### src/hdl/ucrf_pkg.sv
`timescale 1ns / 1ps
package ucrf_pkg;

  // Operation codes on the request channel
  typedef enum logic [1:0] {
    OP_RECV  = 2'd0,
    OP_BURST = 2'd1,
    OP_GETC  = 2'd2,
    OP_RSVD  = 2'd3
  } op_e;

  // Command kinds held in the queue between front and back
  typedef enum logic [1:0] {
    CMD_PUSH  = 2'd0,
    CMD_BURST = 2'd1,
    CMD_GETC  = 2'd2
  } cmd_e;

  typedef struct packed {
    cmd_e       kind;
    logic [7:0] data;
    logic [6:0] len;
  } cmd_t;

  localparam int unsigned CmpW = 9;

  localparam logic [7:0] CharCr = 8'h0D;
  localparam logic [7:0] CharLf = 8'h0A;
  localparam logic [7:0] NoByte = 8'h00;

endpackage

### src/hdl/ucrf_if.sv
`timescale 1ns / 1ps
interface ucrf_in_if;
  logic       valid;
  logic       ready;
  logic [1:0] operation;
  logic [7:0] rx_byte;
  logic [6:0] burst_length;

  modport source (output valid, operation, rx_byte, burst_length, input ready);
  modport sink   (input valid, operation, rx_byte, burst_length, output ready);
endinterface

interface ucrf_out_if;
  logic       valid;
  logic       ready;
  logic [7:0] data_byte;
  logic       byte_valid;
  logic       last;
  logic [6:0] delivered_count;
  logic [7:0] fill_level;

  modport source (output valid, data_byte, byte_valid, last, delivered_count, fill_level,
                  input ready);
  modport sink   (input valid, data_byte, byte_valid, last, delivered_count, fill_level,
                  output ready);
endinterface

### src/hdl/ucrf_ram.sv
`timescale 1ns / 1ps
module ucrf_ram #(
  parameter int unsigned WIDTH = 8,
  parameter int unsigned DEPTH = 128
) (
  input  logic                       clk_i,
  input  logic                       we_i,
  input  logic [$clog2(DEPTH)-1:0]   waddr_i,
  input  logic [WIDTH-1:0]           wdata_i,
  input  logic                       re_i,
  input  logic [$clog2(DEPTH)-1:0]   raddr_i,
  output logic [WIDTH-1:0]           rdata_o
);

  logic [WIDTH-1:0] mem_q [DEPTH];
  logic [WIDTH-1:0] rdata_q;

  always_ff @(posedge clk_i) begin
    if (we_i) begin
      mem_q[waddr_i] <= wdata_i;
    end
    // hold read data between reads
    if (re_i) begin
      rdata_q <= mem_q[raddr_i];
    end
  end

  assign rdata_o = rdata_q;

endmodule

### src/hdl/ucrf_front.sv
`timescale 1ns / 1ps
module ucrf_front (
  input  logic          clk_i,
  input  logic          rst_ni,
  ucrf_in_if.sink       req_i,
  output ucrf_pkg::cmd_t cmd_o,
  output logic          cmd_valid_o,
  input  logic          cmd_ready_i
);
  import ucrf_pkg::*;

  cmd_t       slot_q [2];
  logic       wr_q, wr_d;
  logic       rd_q, rd_d;
  logic [1:0] cnt_q, cnt_d;
  logic       keep;
  cmd_t       cmd_new;
  logic       push, pop;

  // classify: reserved code is taken and dropped
  always_comb begin
    keep         = 1'b1;
    cmd_new.data = req_i.rx_byte;
    cmd_new.len  = req_i.burst_length;
    cmd_new.kind = CMD_PUSH;
    case (op_e'(req_i.operation))
      OP_RECV:  cmd_new.kind = CMD_PUSH;
      OP_BURST: cmd_new.kind = CMD_BURST;
      OP_GETC:  cmd_new.kind = CMD_GETC;
      default:  keep = 1'b0;
    endcase
  end

  assign req_i.ready = (cnt_q != 2'd2);
  assign push        = req_i.valid && req_i.ready && keep;
  assign cmd_valid_o = (cnt_q != 2'd0);
  assign pop         = cmd_valid_o && cmd_ready_i;
  assign cmd_o       = slot_q[rd_q];

  always_comb begin
    wr_d  = push ? ~wr_q : wr_q;
    rd_d  = pop ? ~rd_q : rd_q;
    cnt_d = cnt_q + {1'b0, push} - {1'b0, pop};
  end

  always_ff @(posedge clk_i or negedge rst_ni) begin
    if (!rst_ni) begin
      wr_q  <= 1'b0;
      rd_q  <= 1'b0;
      cnt_q <= 2'd0;
    end else begin
      wr_q  <= wr_d;
      rd_q  <= rd_d;
      cnt_q <= cnt_d;
    end
  end

  always_ff @(posedge clk_i) begin
    if (push) begin
      slot_q[wr_q] <= cmd_new;
    end
  end

endmodule

### src/hdl/ucrf_back.sv
`timescale 1ns / 1ps
module ucrf_back #(
  parameter int unsigned DEPTH     = 128,
  parameter int unsigned MAX_BURST = 64
) (
  input  logic           clk_i,
  input  logic           rst_ni,
  input  ucrf_pkg::cmd_t cmd_i,
  input  logic           cmd_valid_i,
  output logic           cmd_ready_o,
  ucrf_out_if.source     rsp_o
);
  import ucrf_pkg::*;

  localparam int unsigned PW = (DEPTH > 1) ? $clog2(DEPTH) : 1;

  typedef enum logic [2:0] {
    S_IDLE = 3'b001,
    S_READ = 3'b010,
    S_LOAD = 3'b100
  } state_e;

  state_e        state_q, state_d;
  logic [PW-1:0] rd_ptr_q, rd_ptr_d;
  logic [PW-1:0] wr_ptr_q, wr_ptr_d;
  logic [PW-1:0] count_q, count_d;
  logic [6:0]    n_q, n_d;
  logic [6:0]    done_q, done_d;
  logic          getc_q, getc_d;

  logic          out_vld_q, out_vld_d;
  logic [7:0]    out_data_q, out_data_d;
  logic          out_bv_q, out_bv_d;
  logic          out_last_q, out_last_d;
  logic [6:0]    out_cnt_q, out_cnt_d;
  logic [7:0]    out_fill_q, out_fill_d;
  logic          out_load;

  logic          we, re;
  logic [7:0]    rdata;
  logic          out_free;
  logic [6:0]    len_clamp;
  logic [6:0]    n_new;
  logic          is_last;
  logic [7:0]    byte_fix;

  ucrf_ram #(.WIDTH(8), .DEPTH(DEPTH)) u_store (
    .clk_i   (clk_i),
    .we_i    (we),
    .waddr_i (wr_ptr_q),
    .wdata_i (cmd_i.data),
    .re_i    (re),
    .raddr_i (rd_ptr_q),
    .rdata_o (rdata)
  );

  assign out_free  = !out_vld_q || rsp_o.ready;
  assign len_clamp = (cmd_i.len > 7'(MAX_BURST)) ? 7'(MAX_BURST) : cmd_i.len;
  assign is_last   = ((done_q + 7'd1) == n_q);
  assign byte_fix  = (getc_q && rdata == CharCr) ? CharLf : rdata;

  always_comb begin
    if (cmd_i.kind == CMD_GETC) begin
      n_new = 7'd1;
    end else if (CmpW'(count_q) < CmpW'(len_clamp)) begin
      n_new = 7'(count_q);
    end else begin
      n_new = len_clamp;
    end
  end

  always_comb begin
    state_d     = state_q;
    rd_ptr_d    = rd_ptr_q;
    wr_ptr_d    = wr_ptr_q;
    count_d     = count_q;
    n_d         = n_q;
    done_d      = done_q;
    getc_d      = getc_q;
    cmd_ready_o = 1'b0;
    we          = 1'b0;
    re          = 1'b0;
    out_load    = 1'b0;
    out_data_d  = out_data_q;
    out_bv_d    = out_bv_q;
    out_last_d  = out_last_q;
    out_cnt_d   = out_cnt_q;
    out_fill_d  = out_fill_q;

    case (state_q)
      S_IDLE: begin
        if (cmd_valid_i) begin
          if (cmd_i.kind == CMD_PUSH) begin
            cmd_ready_o = 1'b1;
            // drop the byte when full
            if (count_q != PW'(DEPTH - 1)) begin
              we       = 1'b1;
              wr_ptr_d = (wr_ptr_q == PW'(DEPTH - 1)) ? '0 : wr_ptr_q + 1'b1;
              count_d  = count_q + 1'b1;
            end
          end else if (count_q == '0 || n_new == 7'd0) begin
            // nothing to pop: single invalid result
            cmd_ready_o = out_free;
            if (out_free) begin
              out_load   = 1'b1;
              out_data_d = NoByte;
              out_bv_d   = 1'b0;
              out_last_d = 1'b1;
              out_cnt_d  = 7'd0;
              out_fill_d = 8'(count_q);
            end
          end else begin
            cmd_ready_o = 1'b1;
            n_d         = n_new;
            done_d      = 7'd0;
            getc_d      = (cmd_i.kind == CMD_GETC);
            state_d     = S_READ;
          end
        end
      end
      S_READ: begin
        re       = 1'b1;
        rd_ptr_d = (rd_ptr_q == PW'(DEPTH - 1)) ? '0 : rd_ptr_q + 1'b1;
        count_d  = count_q - 1'b1;
        state_d  = S_LOAD;
      end
      S_LOAD: begin
        if (out_free) begin
          out_load   = 1'b1;
          out_data_d = byte_fix;
          out_bv_d   = 1'b1;
          out_last_d = is_last;
          out_cnt_d  = done_q + 7'd1;
          out_fill_d = 8'(count_q);
          done_d     = done_q + 7'd1;
          if (is_last) begin
            state_d = S_IDLE;
          end else begin
            // advance to the next byte while this one goes out
            re       = 1'b1;
            rd_ptr_d = (rd_ptr_q == PW'(DEPTH - 1)) ? '0 : rd_ptr_q + 1'b1;
            count_d  = count_q - 1'b1;
          end
        end
      end
      default: state_d = S_IDLE;
    endcase

    if (out_load) begin
      out_vld_d = 1'b1;
    end else if (rsp_o.ready) begin
      out_vld_d = 1'b0;
    end else begin
      out_vld_d = out_vld_q;
    end
  end

  always_ff @(posedge clk_i or negedge rst_ni) begin
    if (!rst_ni) begin
      state_q   <= S_IDLE;
      rd_ptr_q  <= '0;
      wr_ptr_q  <= '0;
      count_q   <= '0;
      n_q       <= 7'd0;
      done_q    <= 7'd0;
      getc_q    <= 1'b0;
      out_vld_q <= 1'b0;
    end else begin
      state_q   <= state_d;
      rd_ptr_q  <= rd_ptr_d;
      wr_ptr_q  <= wr_ptr_d;
      count_q   <= count_d;
      n_q       <= n_d;
      done_q    <= done_d;
      getc_q    <= getc_d;
      out_vld_q <= out_vld_d;
    end
  end

  always_ff @(posedge clk_i) begin
    out_data_q <= out_data_d;
    out_bv_q   <= out_bv_d;
    out_last_q <= out_last_d;
    out_cnt_q  <= out_cnt_d;
    out_fill_q <= out_fill_d;
  end

  assign rsp_o.valid           = out_vld_q;
  assign rsp_o.data_byte       = out_data_q;
  assign rsp_o.byte_valid      = out_bv_q;
  assign rsp_o.last            = out_last_q;
  assign rsp_o.delivered_count = out_cnt_q;
  assign rsp_o.fill_level      = out_fill_q;

`ifndef NO_ASSERTIONS
  a_fill_bound: assert property (@(posedge clk_i) disable iff (!rst_ni)
    count_q <= PW'(DEPTH - 1))
    else $error("fill count beyond capacity");

  a_read_to_load: assert property (@(posedge clk_i) disable iff (!rst_ni)
    state_q == S_READ |=> state_q == S_LOAD)
    else $error("read issue not followed by load");

  a_pop_count: assert property (@(posedge clk_i) disable iff (!rst_ni)
    re |=> count_q == $past(count_q) - 1'b1)
    else $error("pop did not lower the fill count");

  a_empty_last: assert property (@(posedge clk_i) disable iff (!rst_ni)
    out_vld_q && !out_bv_q |-> out_last_q && out_cnt_q == 7'd0)
    else $error("invalid result not final");
`endif

endmodule

### src/hdl/uart_receive_ring_fifo_unit.sv
`timescale 1ns / 1ps
// Receive: accepted at one per cycle while the queue has room; the back end then stores the byte.
// Burst read or get char: the back end reads the store (S_READ), then loads the output register
//   (S_LOAD), then one byte per cycle while results are taken; an empty ring or a zero-length
//   burst answers with a single invalid result. Commands run one at a time in the back end.
// The byte store has a registered read port; commands pass through a queue to the back end.
// Reset (rst_ni low, asynchronous) empties the ring and the command queue; store contents
//   stay undefined and need no clearing pass.
module uart_receive_ring_fifo_unit #(
  parameter int unsigned DEPTH     = 128,
  parameter int unsigned MAX_BURST = 64
) (
  input  logic       clk_i,
  input  logic       rst_ni,
  ucrf_in_if.sink    req_i,
  ucrf_out_if.source rsp_o
);
  import ucrf_pkg::*;

  // Command handoff between the request front end and the ring back end
  cmd_t cmd;
  logic cmd_valid;
  logic cmd_ready;

  // Front end: take each request, drop the reserved opcode, queue the rest
  ucrf_front u_front (
    .clk_i       (clk_i),
    .rst_ni      (rst_ni),
    .req_i       (req_i),
    .cmd_o       (cmd),
    .cmd_valid_o (cmd_valid),
    .cmd_ready_i (cmd_ready)
  );

  // Back end: own the ring pointers and the byte store, and stream results
  // through a single output register; a waiting result stalls the back end,
  // and the command queue then fills up.
  ucrf_back #(
    .DEPTH     (DEPTH),
    .MAX_BURST (MAX_BURST)
  ) u_back (
    .clk_i       (clk_i),
    .rst_ni      (rst_ni),
    .cmd_i       (cmd),
    .cmd_valid_i (cmd_valid),
    .cmd_ready_o (cmd_ready),
    .rsp_o       (rsp_o)
  );

endmodule

### src/flat_wrapper.sv
// flat-port wrapper written by rule: the top's interface ports become plain ports
module uart_receive_ring_fifo_unit_flat import ucrf_pkg::*;
#(
  parameter int unsigned DEPTH     = 128,
  parameter int unsigned MAX_BURST = 64
)
  (clk_i, rst_ni, req_i_valid, req_i_operation, req_i_rx_byte, req_i_burst_length, req_i_ready, rsp_o_valid, rsp_o_data_byte, rsp_o_byte_valid, rsp_o_last, rsp_o_delivered_count, rsp_o_fill_level, rsp_o_ready);
  ucrf_in_if req_i_i ();
  ucrf_out_if rsp_o_i ();
  input  logic clk_i;
  input  logic rst_ni;
  input wire logic [$bits(req_i_i.valid)-1:0] req_i_valid;
  input wire logic [$bits(req_i_i.operation)-1:0] req_i_operation;
  input wire logic [$bits(req_i_i.rx_byte)-1:0] req_i_rx_byte;
  input wire logic [$bits(req_i_i.burst_length)-1:0] req_i_burst_length;
  output wire logic [$bits(req_i_i.ready)-1:0] req_i_ready;
  output wire logic [$bits(rsp_o_i.valid)-1:0] rsp_o_valid;
  output wire logic [$bits(rsp_o_i.data_byte)-1:0] rsp_o_data_byte;
  output wire logic [$bits(rsp_o_i.byte_valid)-1:0] rsp_o_byte_valid;
  output wire logic [$bits(rsp_o_i.last)-1:0] rsp_o_last;
  output wire logic [$bits(rsp_o_i.delivered_count)-1:0] rsp_o_delivered_count;
  output wire logic [$bits(rsp_o_i.fill_level)-1:0] rsp_o_fill_level;
  input wire logic [$bits(rsp_o_i.ready)-1:0] rsp_o_ready;
  assign req_i_i.valid = req_i_valid;
  assign req_i_i.operation = req_i_operation;
  assign req_i_i.rx_byte = req_i_rx_byte;
  assign req_i_i.burst_length = req_i_burst_length;
  assign req_i_ready = req_i_i.ready;
  assign rsp_o_valid = rsp_o_i.valid;
  assign rsp_o_data_byte = rsp_o_i.data_byte;
  assign rsp_o_byte_valid = rsp_o_i.byte_valid;
  assign rsp_o_last = rsp_o_i.last;
  assign rsp_o_delivered_count = rsp_o_i.delivered_count;
  assign rsp_o_fill_level = rsp_o_i.fill_level;
  assign rsp_o_i.ready = rsp_o_ready;
  uart_receive_ring_fifo_unit #(.DEPTH(DEPTH), .MAX_BURST(MAX_BURST)) u_core (.clk_i(clk_i), .rst_ni(rst_ni), .req_i(req_i_i), .rsp_o(rsp_o_i));
endmodule
### config.mk
export PLATFORM = sky130hd
export DESIGN_NAME = uart_receive_ring_fifo_unit_flat
export DESIGN_NICKNAME = d
export VERILOG_FILES = /design/src/hdl/ucrf_pkg.sv /design/src/hdl/ucrf_if.sv /design/src/hdl/ucrf_ram.sv /design/src/hdl/ucrf_front.sv /design/src/hdl/ucrf_back.sv /design/src/hdl/uart_receive_ring_fifo_unit.sv /design/src/flat_wrapper.sv
export SDC_FILE = /design/constraint.sdc
export NUM_CORES = 1
export LEC_CHECK = 0
export ABC_AREA = 1
export BUFFER_PORTS_ARGS = -buffer_cell sky130_fd_sc_hd__clkbuf_2
export CAP_MARGIN = 40
export CORE_UTILIZATION = 60
export DETAILED_ROUTE_END_ITERATION = 8
export HOLD_SLACK_MARGIN = 0.06
export MAX_ROUTING_LAYER = met4
export PLACE_DENSITY_LB_ADDON = 0.15
export SYNTH_ARGS = -nofsm -noshare
export SYNTH_HDL_FRONTEND = slang
export SYNTH_SLANG_ARGS = --single-unit
### constraint.sdc
create_clock -name clk_i -period 5.8 [get_ports clk_i]
set_input_delay 0.29 -clock clk_i [delete_from_list [all_inputs] [get_ports clk_i]]
set_output_delay 0.29 -clock clk_i [all_outputs]
set_load 0.02 [all_outputs]
=== Yosys cells after proc, flatten, opt, wreduce, memory -nomap -nowiden ===
Memory sizes are Yosys's and may differ from the RTL's. A register that Yosys moved wholly into a read port is not among the register bits.
Cells that the tools add are included.

* Bits in registers: 69
* Latch bits: 0
* Bits in writable memories: 1058
* Bits in read-only memories: 0
* Logic and storage cells: 155
* Memories: 2

* $add $sub $neg: 7
* Multipliers: 0
* Divide/modulo/power cells: 0
* Magnitude comparators: 2
* Eq/ne operators: 22
* Shift operators: 0
* Multiplexer cells: 77
* Bitwise operators: 4
* Reduce and logical (&&, ||, !) cells: 25

{| class="wikitable"
|+ Memories
! memory !! words !! width !! rd ports !! clocked after memory_dff !! wr ports !! RTL line !! RTL
|-
| u_core.u_back.u_store.mem_q || 128 || 8 || 1 || 1 || 1 || ucrf_ram.sv:15 || <nowiki>logic [WIDTH-1:0] mem_q [DEPTH];</nowiki>
|-
| u_core.u_front.slot_q || 2 || 17 || 1 || 0 || 1 || ucrf_front.sv:12 || <nowiki>cmd_t slot_q [2];</nowiki>
|}

{| class="wikitable"
|+ Operator list
! cell !! number
|-
| 7-bit two-way mux || 20
|-
| 8-bit two-way mux || 10
|-
| 7-bit case mux with 2 select lines || 3
|-
| 8-bit case mux with 2 select lines || 2
|-
| 1-bit two-way mux || 30
|-
| 7-bit by 1-bit adder with 7-bit output, second input constant || 4
|-
| 7-bit case mux with 3 select lines || 1
|-
| 2-bit != test, second input constant || 10
|-
| 3-bit two-way mux || 5
|-
| 7-bit equality test, second input constant || 2
|-
| 7-bit zero test || 2
|-
| 4-bit AND reduction || 3
|-
| 6-bit AND reduction || 2
|-
| 5-bit AND reduction || 2
|-
| 3-bit case mux with 3 select lines || 1
|-
| 8-bit by 4-bit equality test with 1-bit output, second input constant || 1
|-
| 1-bit case mux with 2 select lines || 4
|-
| 2-bit nonzero test || 4
|-
| 7-bit equality test || 1
|-
| 7-bit > comparator, second input constant || 1
|-
| 7-bit < comparator || 1
|-
| 7-bit != test, second input constant || 1
|-
| 7-bit by 1-bit subtractor with 7-bit output, second input constant || 1
|-
| 2-bit equality test, second input constant || 2
|-
| 16 further kinds || 24
|}

=== Longest topological paths before layout ===
Gate-level depths: netlist of run 1.
An unclocked memory read counts as a cell.

* Depth after elaboration: 14
* Mapped depth: 26
* Mapped depth without buffers: 25

=== By module ===
Synthesis of run 1 repeated with hierarchy kept, for this count alone.

* Cells, all modules: 4097
* Area total of the unflattened synthesis: 47237.8 µm²

{| class="wikitable"
|+ Modules (own cells, without submodules)
! module !! instances !! cells each !! area each (µm²)
|-
| ucrf_ram || 1 || 3575 || 42184.2
|-
| ucrf_back || 1 || 396 || 3532.1
|-
| ucrf_front || 1 || 126 || 1521.5
|}

=== Worst setup path before layout of run 1 ===
No wires, ideal clock.

* Path type: register to register
* Start: register u_core.u_front.rd_q
* End: register u_core.u_back.out_bv_q, in the netlist u_core.u_back.rsp_o.byte_valid, enable pin
* Library setup time: 397 ps
* Arrival time: 3148 ps
* Path slack: 2255 ps
* Stages on the path, launching flop included: 20
* Path buffers: 1
* Clock period less this slack: 3545 ps
* Cell sequence: dfrtp_1 buf_6 inv_4 nand2_1 nand2_1 nor2_1 nand3_1 nand2_1 nand2_1 ha_1 a21oi_1 o21a_1 nand2_4 o21bai_1 nor2_1 nor2_1 nand2_1 nand2_2 nand2_1 a21oi_1

* Longest elaborated chain between the ends: 10
* Elaborated cells on any way between the ends: 13
* Classes of those cells: order compare: 2; eq/ne: 3; mux: 3; reduce/logical: 4; memory: 1

{| class="wikitable"
|+ Ends and longest elaborated chain
! what !! RTL line !! RTL
|-
| start: declaration || ucrf_front.sv:14 || <nowiki>logic rd_q, rd_d;</nowiki>
|-
| start signal: assignment || ucrf_front.sv:53 || <nowiki>rd_q <= rd_d;</nowiki>
|-
| memory read 2 x 17 bit * || - ||
|-
| 7-bit > comparator || ucrf_back.sv:58 || <nowiki>assign len_clamp = (cmd_i.len > 7'(MAX_BURST)) ? 7'(MAX_BURST) : cmd_i.len;</nowiki>
|-
| 7-bit two-way mux || ucrf_back.sv:58 ||
|-
| 7-bit < comparator || ucrf_back.sv:65 || <nowiki>end else if (CmpW'(count_q) < CmpW'(len_clamp)) begin</nowiki>
|-
| 7-bit two-way mux || ucrf_back.sv:65 ||
|-
| 7-bit two-way mux || ucrf_back.sv:63 || <nowiki>if (cmd_i.kind == CMD_GETC) begin</nowiki>
|-
| 7-bit zero test || ucrf_back.sv:101 || <nowiki>end else if (count_q == '0 || n_new == 7'd0) begin</nowiki>
|-
| 1-bit logical OR || ucrf_back.sv:101 ||
|-
| 2-bit != test (no line) || - ||
|-
| 6-bit AND reduction (no line) * || - ||
|-
| end signal: assignment || ucrf_back.sv:182 || <nowiki>out_bv_q <= out_bv_d;</nowiki>
|-
| end: declaration || ucrf_back.sv:33 || <nowiki>logic out_bv_q, out_bv_d;</nowiki>
|}

Mark *: on every way between the ends. The rest lies on a longest branch, timed or not.
A chain may end at the register's enable or synchronous reset.

=== Worst setup path after layout of run 1 ===
* Start: register u_core.u_front.rd_q
* End: memory u_core.u_back.u_store.mem_q[75][7], enable pin

* Longest elaborated chain between the ends: 7

{| class="wikitable"
|+ Ends and longest elaborated chain
! what !! RTL line !! RTL
|-
| memory read 2 x 17 bit || - ||
|-
| 2-bit zero test || ucrf_back.sv:93 || <nowiki>if (cmd_i.kind == CMD_PUSH) begin</nowiki>
|-
| 1-bit two-way mux || ucrf_back.sv:93 ||
|-
| 1-bit two-way mux || ucrf_back.sv:92 || <nowiki>if (cmd_valid_i) begin</nowiki>
|-
| 1-bit two-way mux || ucrf_back.sv:90 || <nowiki>case (state_q)</nowiki>
|-
| 1-bit two-way mux || ucrf_ram.sv:19 || <nowiki>if (we_i) begin</nowiki>
|-
| 1-bit two-way mux (implied by the code) || ucrf_ram.sv:20 || <nowiki>mem_q[waddr_i] <= wdata_i;</nowiki>
|-
| end: declaration || ucrf_ram.sv:15 ||
|}

Every way passes these cells.

==> metrics.yaml, run 1 <==
route:
  drc_errors: 0
  wl_per_cell_um: 25.71
  vias: 29984
  drt_wl_total_um: 120100
  firstDrtPassIters: 6
  vias_per_cell: 6.418
  ant_nets: 0
  drtIter0Drc: 4140
logic_synthesis:
  yosys_warnings: 0
  netlist.area_leader.share: 0.7192
  syn-num-nets: 3638
  synth_area_um2: 45510
  synth_area_leader_cell: "edfxtp_1"
  avgSynthCellArea_um2: 12.64
  synth-main-ff-cell: "edfxtp_1"
  synth-edff-count: 1090
  yosysMostFrequentCell: "edfxtp_1"
  synth_common_cells: "1090 x edfxtp_1, 737 x nor2_1, 548 x o21ai_0"
  seq_area_frac_synth: 0.7434
  synth_cell_type_count: 48
  syn_inst: 3600
  synth-seq-cells: 1134
  async_flop_share: 0.03880
  synthTopCellsByArea: "edfxtp_1 72%, nor2_1 6.1%, o21ai_0 6.0%, nand2_1 2.6%, dfrtp_1 2.4%"
critical_path:
  path_buf_inv: 3
  r2r_end: "u_core.u_back.u_store.mem_q[75][7]"
  cp_max_fo: 19
  startpoint: "u_core.u_front.rd_q"
  slowest_delay_ns: 0.77
  worstSetupPathType: "reg2reg"
  critPathArrivalTime_ns: 4.49
  start_kind: "flop"
  reg2reg_slack_ns: 1.62
  rr_startpoint: "u_core.u_front.rd_q"
  crit_chain: "inv_4 > or2_2 > o21ai_2 > inv_1 > nor3_2 > o41ai_1 > nor2_4 > inv_2 > nor3_4 > nand2_1 > nor2_1"
  path_depth: 11
  reg2reg_depth: 11
  end_kind: "flop"
  required_ns: 6.11
  critPathTopFamily: "simple AND/OR/NAND/NOR gates"
  critPathCapture: "u_core.u_back.u_store.mem_q[75][7]"
  crit_path_top_delay_cell: "dfrtp_1"
placed_design:
  placed_cells: 4444
  place_ws_ns: 1.671
  place.gp.congestion: 0.9571
  io_buffers: 46
  hpwl_um: 72350
sta:
  max_slew.worst_pin.slew_ns: 0.9664
  max_slew_margin: 0.3558
  timing.final.ws_setup_ns: 1.616
  fin_crit_sh: 0.7214
  final.setup.tns_ns: 0
  slew_viol_final: 0
  rsz0062_at_grt: "false"
  hold_violations: 0
  finalSetupViolCount: 0
  skew_ns: 0.03038
  fmax_mhz: 239.0
  post-route-min-period_ns: 4.184
clock_network:
  clock_tree.root_cell: "clkbuf_16"
  cts_buffers: 109
  post_cts_buffers: 0
  cts_tree: "yes"
  cts_sinks: 1134
  path_clk_slew_ns: 0.06
  cts_buffer_depth: 3
  postCtsHoldBufs: 21
  cts_resized: 0
  cts_max_level: 3
  clk_latency_ns: 0.68
flow_run:
  max_cap_viol_count: 0
layout:
  stdcell_count: 4672
  syn2layout_area_growth_pct: 11.42
  fin_util: 0.6789
  drive_gt1_frac: 0.08428
  nNetsFinal: 3645
  fill_cells: 5264
power:
  ir_drop_mv: 0.3835
  power_leakage_nw: 16.74
  power_density_nw_per_um2: 522.6
floorplanning:
  die_w_um: 277.4
  die_area_um2: 76960
  die_h_um: 277.4
  ios: 48
  design.core.area_um2: 74700
  rows: 100
  initial_utilization: 0.6093
grt:
  antenna_found_initial: 0
  grt_pass1_wl_um: 178400
  grt-ovfl-total: 0
  grt_use_total: 0.3207
  grt_max_degree: 155
  grt_pass1_vias: 29241
status:
  status: "finished, final reports clean"
worst_hold_path:
  holdCritPathClass: "in2async"
[area by class of cell]
type | instances | area, um^2 | area share
timing repair buffer | 127 | 1124 | 0.02216
multi-input combinational | 2165 | 10590 | 0.2089
inverter | 70 | 277.8 | 0.005477
tap | 969 | 1212 | 0.02391
clock inverter | 69 | 689.4 | 0.01359
clock buffer | 137 | 2969 | 0.05855
antenna | 1 | 2.502 | 0.00004935
sequential | 1134 | 33850 | 0.6674
[flip-flops by register name, summed over array words and instances, names as in the netlist, 7 cells and up]
register and flops:
u_core.u_back.rsp_o.delivered_count 7, u_core.u_back.u_store.rdata_o 8, u_core.u_back.rd_ptr_q 7, u_core.u_back.rsp_o.data_byte 8
u_core.u_back.count_q 7, u_core.u_back.u_store.mem_q 1024, u_core.u_back.rsp_o.fill_level 7, u_core.u_back.done_q 7
u_core.u_back.n_q 7, u_core.u_back.wr_ptr_q 7, u_core.u_front.slot_q 34
[cell usage in the layout (no fill, tap or decap), types with 11 or more instances in the layout]
cell	netlist	routed
ha_1	16	16
inv_1	62	58
clkbuf_2	0	46
clkinv_1	3	29
bufinv_16	0	13
o211ai_1	48	48
o21ai_0	548	548
xor2_1	16	16
o221ai_1	72	72
nand3_1	144	137
dlygate4sd3_1	0	21
edfxtp_1	1090	1090
nor2_1	737	736
dfrtp_1	43	40
a21oi_1	35	35
nand4_1	17	17
clkbuf_1	183	20
clkinv_2	0	21
nand2_1	312	304
clkbuf_16	0	114
buf_4	2	44
a31oi_1	11	11
o22ai_1	153	153
[through the flow]
stage                     instance area, um^2  hold slack (ns)  total power [mW]
after CTS                               50710           0.2724             26.40
after detailed placement                46840           0.4433             19.28
after global routing                    50710           0.3232             27.50
final                                   50710           0.2686             26.50
after floorplan                         45510        -0.005591             15.94
after global placement                  46610           0.4382             19.02
[kinds of logic after synthesis]
| logic type | count (synthesis) | synth area share |
|---|---|---|
| fa+ha+maj | 17 | 0.004838 |
| simple gates | 1247 | 0.1110 |
| flops | 1134 | 0.7434 |
| other cells | 1 | 0.00008239 |
| xor+xnor | 22 | 0.004233 |
| compound gates | 878 | 0.1103 |
| buf+inv | 301 | 0.02617 |
[power breakdown]
group	internal (mW)	switching, mW	leakage [nW]	total, mW
Sequential	10.3	0.393	10.4	10.7
Combinational	2.13	6.43	4.55	8.55
Clock	4.20	3.01	1.78	7.21
[worst min-delay path by stage]
stage	start	to	slack, ns	cells past startpoint
floorplan	rst_ni	u_core.u_back.count_q[0]	-0.006	0
global placement	rst_ni	u_core.u_back.done_q[0]	0.44	2
detailed placement	rst_ni	u_core.u_back.done_q[0]	0.44	2
CTS	rst_ni	u_core.u_back.done_q[6]	0.27	3
global route	rst_ni	u_core.u_back.done_q[1]	0.32	3
finish	rst_ni	u_core.u_back.done_q[2]	0.27	3
[worst register-to-register path, cell delays in order (launching register included)]
cell,delay (ns)
dfrtp_1,0.77
inv_4,0.21
or2_2,0.34
o21ai_2,0.10
inv_1,0.10
nor3_2,0.17
o41ai_1,0.18
nor2_4,0.49
inv_2,0.18
nor3_4,0.29
nand2_1,0.38
nor2_1,0.63
[layer usage]
metal / share of wire / global-route usage / up-vias
met5: 0 / - / -
met4: 0.044 / 0.1379 / 0
met3: 0.094 / 0.05399 / 324
met2: 0.47 / 0.4947 / 1753
met1: 0.39 / 0.4250 / 14660
li1: - / - / 13247
Power figures use the tool's default switching activity.
==> inputs of run 2 (changes only) <==
clock period = 4 ns   (was 5.8 ns; I/O delays follow)
==> metrics.yaml, run 2 (synthesized netlist as in run 1, its figures left out) <==
status:
  status: "finished, final reports clean"  # unchanged
layout:
  reg_top3: "u_core.u_back.u_store.mem_q: 1024 flops, u_core.u_front.slot_q: 34 flops"  # unchanged
  nNetsFinal: 3760  # was 3645
  syn2layout_area_growth_pct: 12.90  # was 11.42%
  antennaDiodeCount: 0  # was 1
  final_cell_mix: "1090 x edfxtp_1, 736 x nor2_1, 548 x o21ai_0"  # unchanged
  top_register: "u_core.u_back.u_store.mem_q"  # unchanged
  fin_area_um2: 51390  # was 50710 um^2
  fill_cells: 5237  # was 5264
  layout_commonest_cell: "edfxtp_1"  # unchanged
  drive_gt1_frac: 0.1063  # was 0.08428
  largest_reg_flops: 1024  # unchanged
sta:
  max_slew_margin: 0.3814  # was 0.3558
  final.setup.tns_ns: 0  # unchanged
  slew_viol_final: 0  # unchanged
  max_slew.worst_pin.slew_ns: 0.9256  # was 0.9664 ns
  fmax_mhz: 280.1  # was 239.0 MHz
  fin_crit_sh: 0.8927  # was 0.7214
  finalSetupViolCount: 0  # unchanged
  skew_ns: 0.02487  # was 0.03038 ns
  hold_violations: 0  # unchanged
  rsz0062_at_grt: "false"  # unchanged
  post-route-min-period_ns: 3.571  # was 4.184 ns
floorplanning:
  rows: 100  # unchanged
  design.core.area_um2: 74700  # unchanged
  ios: 48  # unchanged
  die_w_um: 277.4  # unchanged
  die_h_um: 277.4  # unchanged
  initial_utilization: 0.6093  # unchanged
  die_area_um2: 76960  # unchanged
grt:
  grt-ovfl-total: 0  # unchanged
  antenna_found_initial: 1  # was 0
  grt_pass1_vias: 29029  # was 29241
  grt_pass1_wl_um: 178900  # was 178400 um
  grt_use_total: 0.3205  # was 0.3207
  grt_max_degree: 165  # was 155
clock_network:
  cts_sinks: 1134  # unchanged
  path_clk_slew_ns: 0.06  # about the same
  clk_latency_ns: 0.68  # about the same
  clock_tree.root_cell: "clkbuf_16"  # unchanged
  cts_buffer_depth: 3  # unchanged
  post_cts_buffers: 0  # unchanged
  cts_max_level: 3  # unchanged
  cts_buffers: 110  # was 109
  cts_tree: "yes"  # unchanged
critical_path:
  path_common_cell: "nand2_1"
  start_kind: "flop"  # unchanged
  critPathTopFamily: "simple AND/OR/NAND/NOR gates"  # unchanged
  critPathArrivalTime_ns: 4.12  # was 4.49 ns
  crit_chain: "inv_4 > nand2_1 > nand2_1 > nor2_1 > nand3_1 > nand2_1 > nand2_1 > ha_1 > a21oi_1 > o21a_1 > nand2_4 > o21bai_1 > nor2_1 > nor2_1 > nand2_1 > nand3_1 > nand2_1 > ha_1 > inv_1 > ha_1 > xnor2_1"  # was inv_4 > or2_2 > o21ai_2 > inv_1 > nor3_2 > o41ai_1 > nor2_4 > inv_2 > nor3_4 > nand2_1 > nor2_1
  cp_max_fo: 18  # was 19
  end_kind: "flop"  # unchanged
  required_ns: 4.55  # was 6.11 ns
  path_buf_inv: 2  # was 3
  path_depth: 21  # was 11
  worstSetupPathType: "reg2reg"  # unchanged
  reg2reg_depth: 21  # was 11
  crit_path_top_delay_cell: "dfrtp_2"  # was dfrtp_1
  slowest_delay_ns: 0.52  # was 0.77 ns
worst_hold_path:
  holdCritPathClass: "in2async"  # unchanged
placed_design:
  io_buffers: 46  # unchanged
  place_area_um2: 47750  # was 46840 um^2
  hpwl_um: 72680  # was 72350 um
  place.gp.congestion: 0.9835  # was 0.9571
flow_run:
  max_cap_viol_count: 0  # unchanged
route:
  wl_met1_um: 47500  # was 47080 um
  vias_per_cell: 6.304  # was 6.418
  firstDrtPassIters: 8  # was 6
  wl_met2_um: 56700  # was 56460 um
  wl_per_cell_um: 25.04  # was 25.71 um
  dr_wl_met3_um: 11450  # was 11280 um
  top_layer_used: "met4"  # unchanged
  drt_wl_total_um: 119700  # was 120100 um
  vias: 30133  # was 29984
  drtIter0Drc: 3873  # was 4140
  ant_nets: 0  # unchanged
  drc_errors: 0  # unchanged
power:
  ir_drop_mv: 0.7882  # was 0.3835 mV
  power_density_nw_per_um2: 740.1  # was 522.6 nW/um^2
  finalPower_mw: 38.03  # was 26.50 mW
  power_leakage_nw: 17.23  # was 16.74 nW
## run 2: changes by cell type in the layout (fill, tap and decap cells not counted), sizes merged
cell | before | now
clkbuf | 183 | 187
buf | 60 | 173
diode | 1 | 0
clkinvlp | 7 | 3
dlygate4sd3 | 21 | 22
bufinv | 13 | 7
clkinv | 52 | 53
## run 2: repair_timing
item                                    CTS  global route
endpoints found under the setup margin    0            19
resized for setup                         0             1
hold buffers                             22             0
hold endpoints to repair                 80             0
## run 2: worst reg2reg max path, cell delays in order (launching register included)
cell and delay, ns:
dfrtp_2 0.52, inv_4 0.15, nand2_1 0.09, nand2_1 0.08, nor2_1 0.13, nand3_1 0.08, nand2_1 0.14, nand2_1 0.10
ha_1 0.30, a21oi_1 0.16, o21a_1 0.32, nand2_4 0.11, o21bai_1 0.13, nor2_1 0.08, nor2_1 0.10, nand2_1 0.08
nand3_1 0.14, nand2_1 0.10, ha_1 0.30, inv_1 0.04, ha_1 0.18, xnor2_1 0.12
## run 2: power breakdown
| part | total, mW | switching [mW] | internal [mW] |
|---|---|---|---|
| combinational | 12.8 | 9.45 | 3.34 |
| sequential | 15.4 | 0.387 | 15.0 |
| clock | 9.85 | 4.25 | 5.60 |
## run 2: cell type report
| cell class | count | area, um^2 | area share |
|---|---|---|---|
| Clock buffer | 141 | 2933 | 0.05707 |
| Timing Repair Buffer | 241 | 2077 | 0.04042 |
| Sequential cell | 1134 | 33850 | 0.6587 |
| Multi-Input combinational cell | 2165 | 10560 | 0.2054 |
| Inverter | 70 | 277.8 | 0.005405 |
| Tap cell | 969 | 1212 | 0.02359 |
| Clock inverter | 60 | 484.2 | 0.009423 |
## run 2: layer usage
layer / up-vias / global-route usage
li1: 13472 / -
met1: 14714 / 0.4369
met2: 1686 / 0.4965
met3: 261 / 0.05424
met4: 0 / 0.1041
met5: - / -
## run 2: worst paths after layout
path	slack, ns	endpoint	from
setup / recovery	0.43	u_core.u_front.cnt_q[1]	u_core.u_front.rd_q
hold / removal	0.19	u_core.u_back.done_q[0]	rst_ni
setup reg to reg	0.43	u_core.u_front.cnt_q[1]	u_core.u_front.rd_q
hold reg to reg	0.49	u_core.u_back.state_q[0]	u_core.u_back.state_q[0]
max in group asynchronous	2.65	u_core.u_back.rd_ptr_q[0]	rst_ni
min in group clk_i	0.28	u_core.u_front.slot_q[0][14]	req_i_rx_byte[7]
## run 2: through the flow
| step | setup slack (ns) | utilization | instances | hold slack [ns] |
|---|---|---|---|---|
| 3_5_place_dp | 0.2676 | 0.6392 | 4557 | 0.1978 |
| 6_report | 0.4294 | 0.6879 | 4780 | 0.1928 |
| 4_1_cts | 0.2358 | 0.6879 | 4780 | 0.1969 |
| 5_1_grt | 0.01124 | 0.6879 | 4780 | 0.2211 |
| 2_1_floorplan | 0.4553 | - | 3600 | -0.09559 |
| 3_3_place_gp | 0.3055 | 0.6385 | 4555 | 0.1949 |
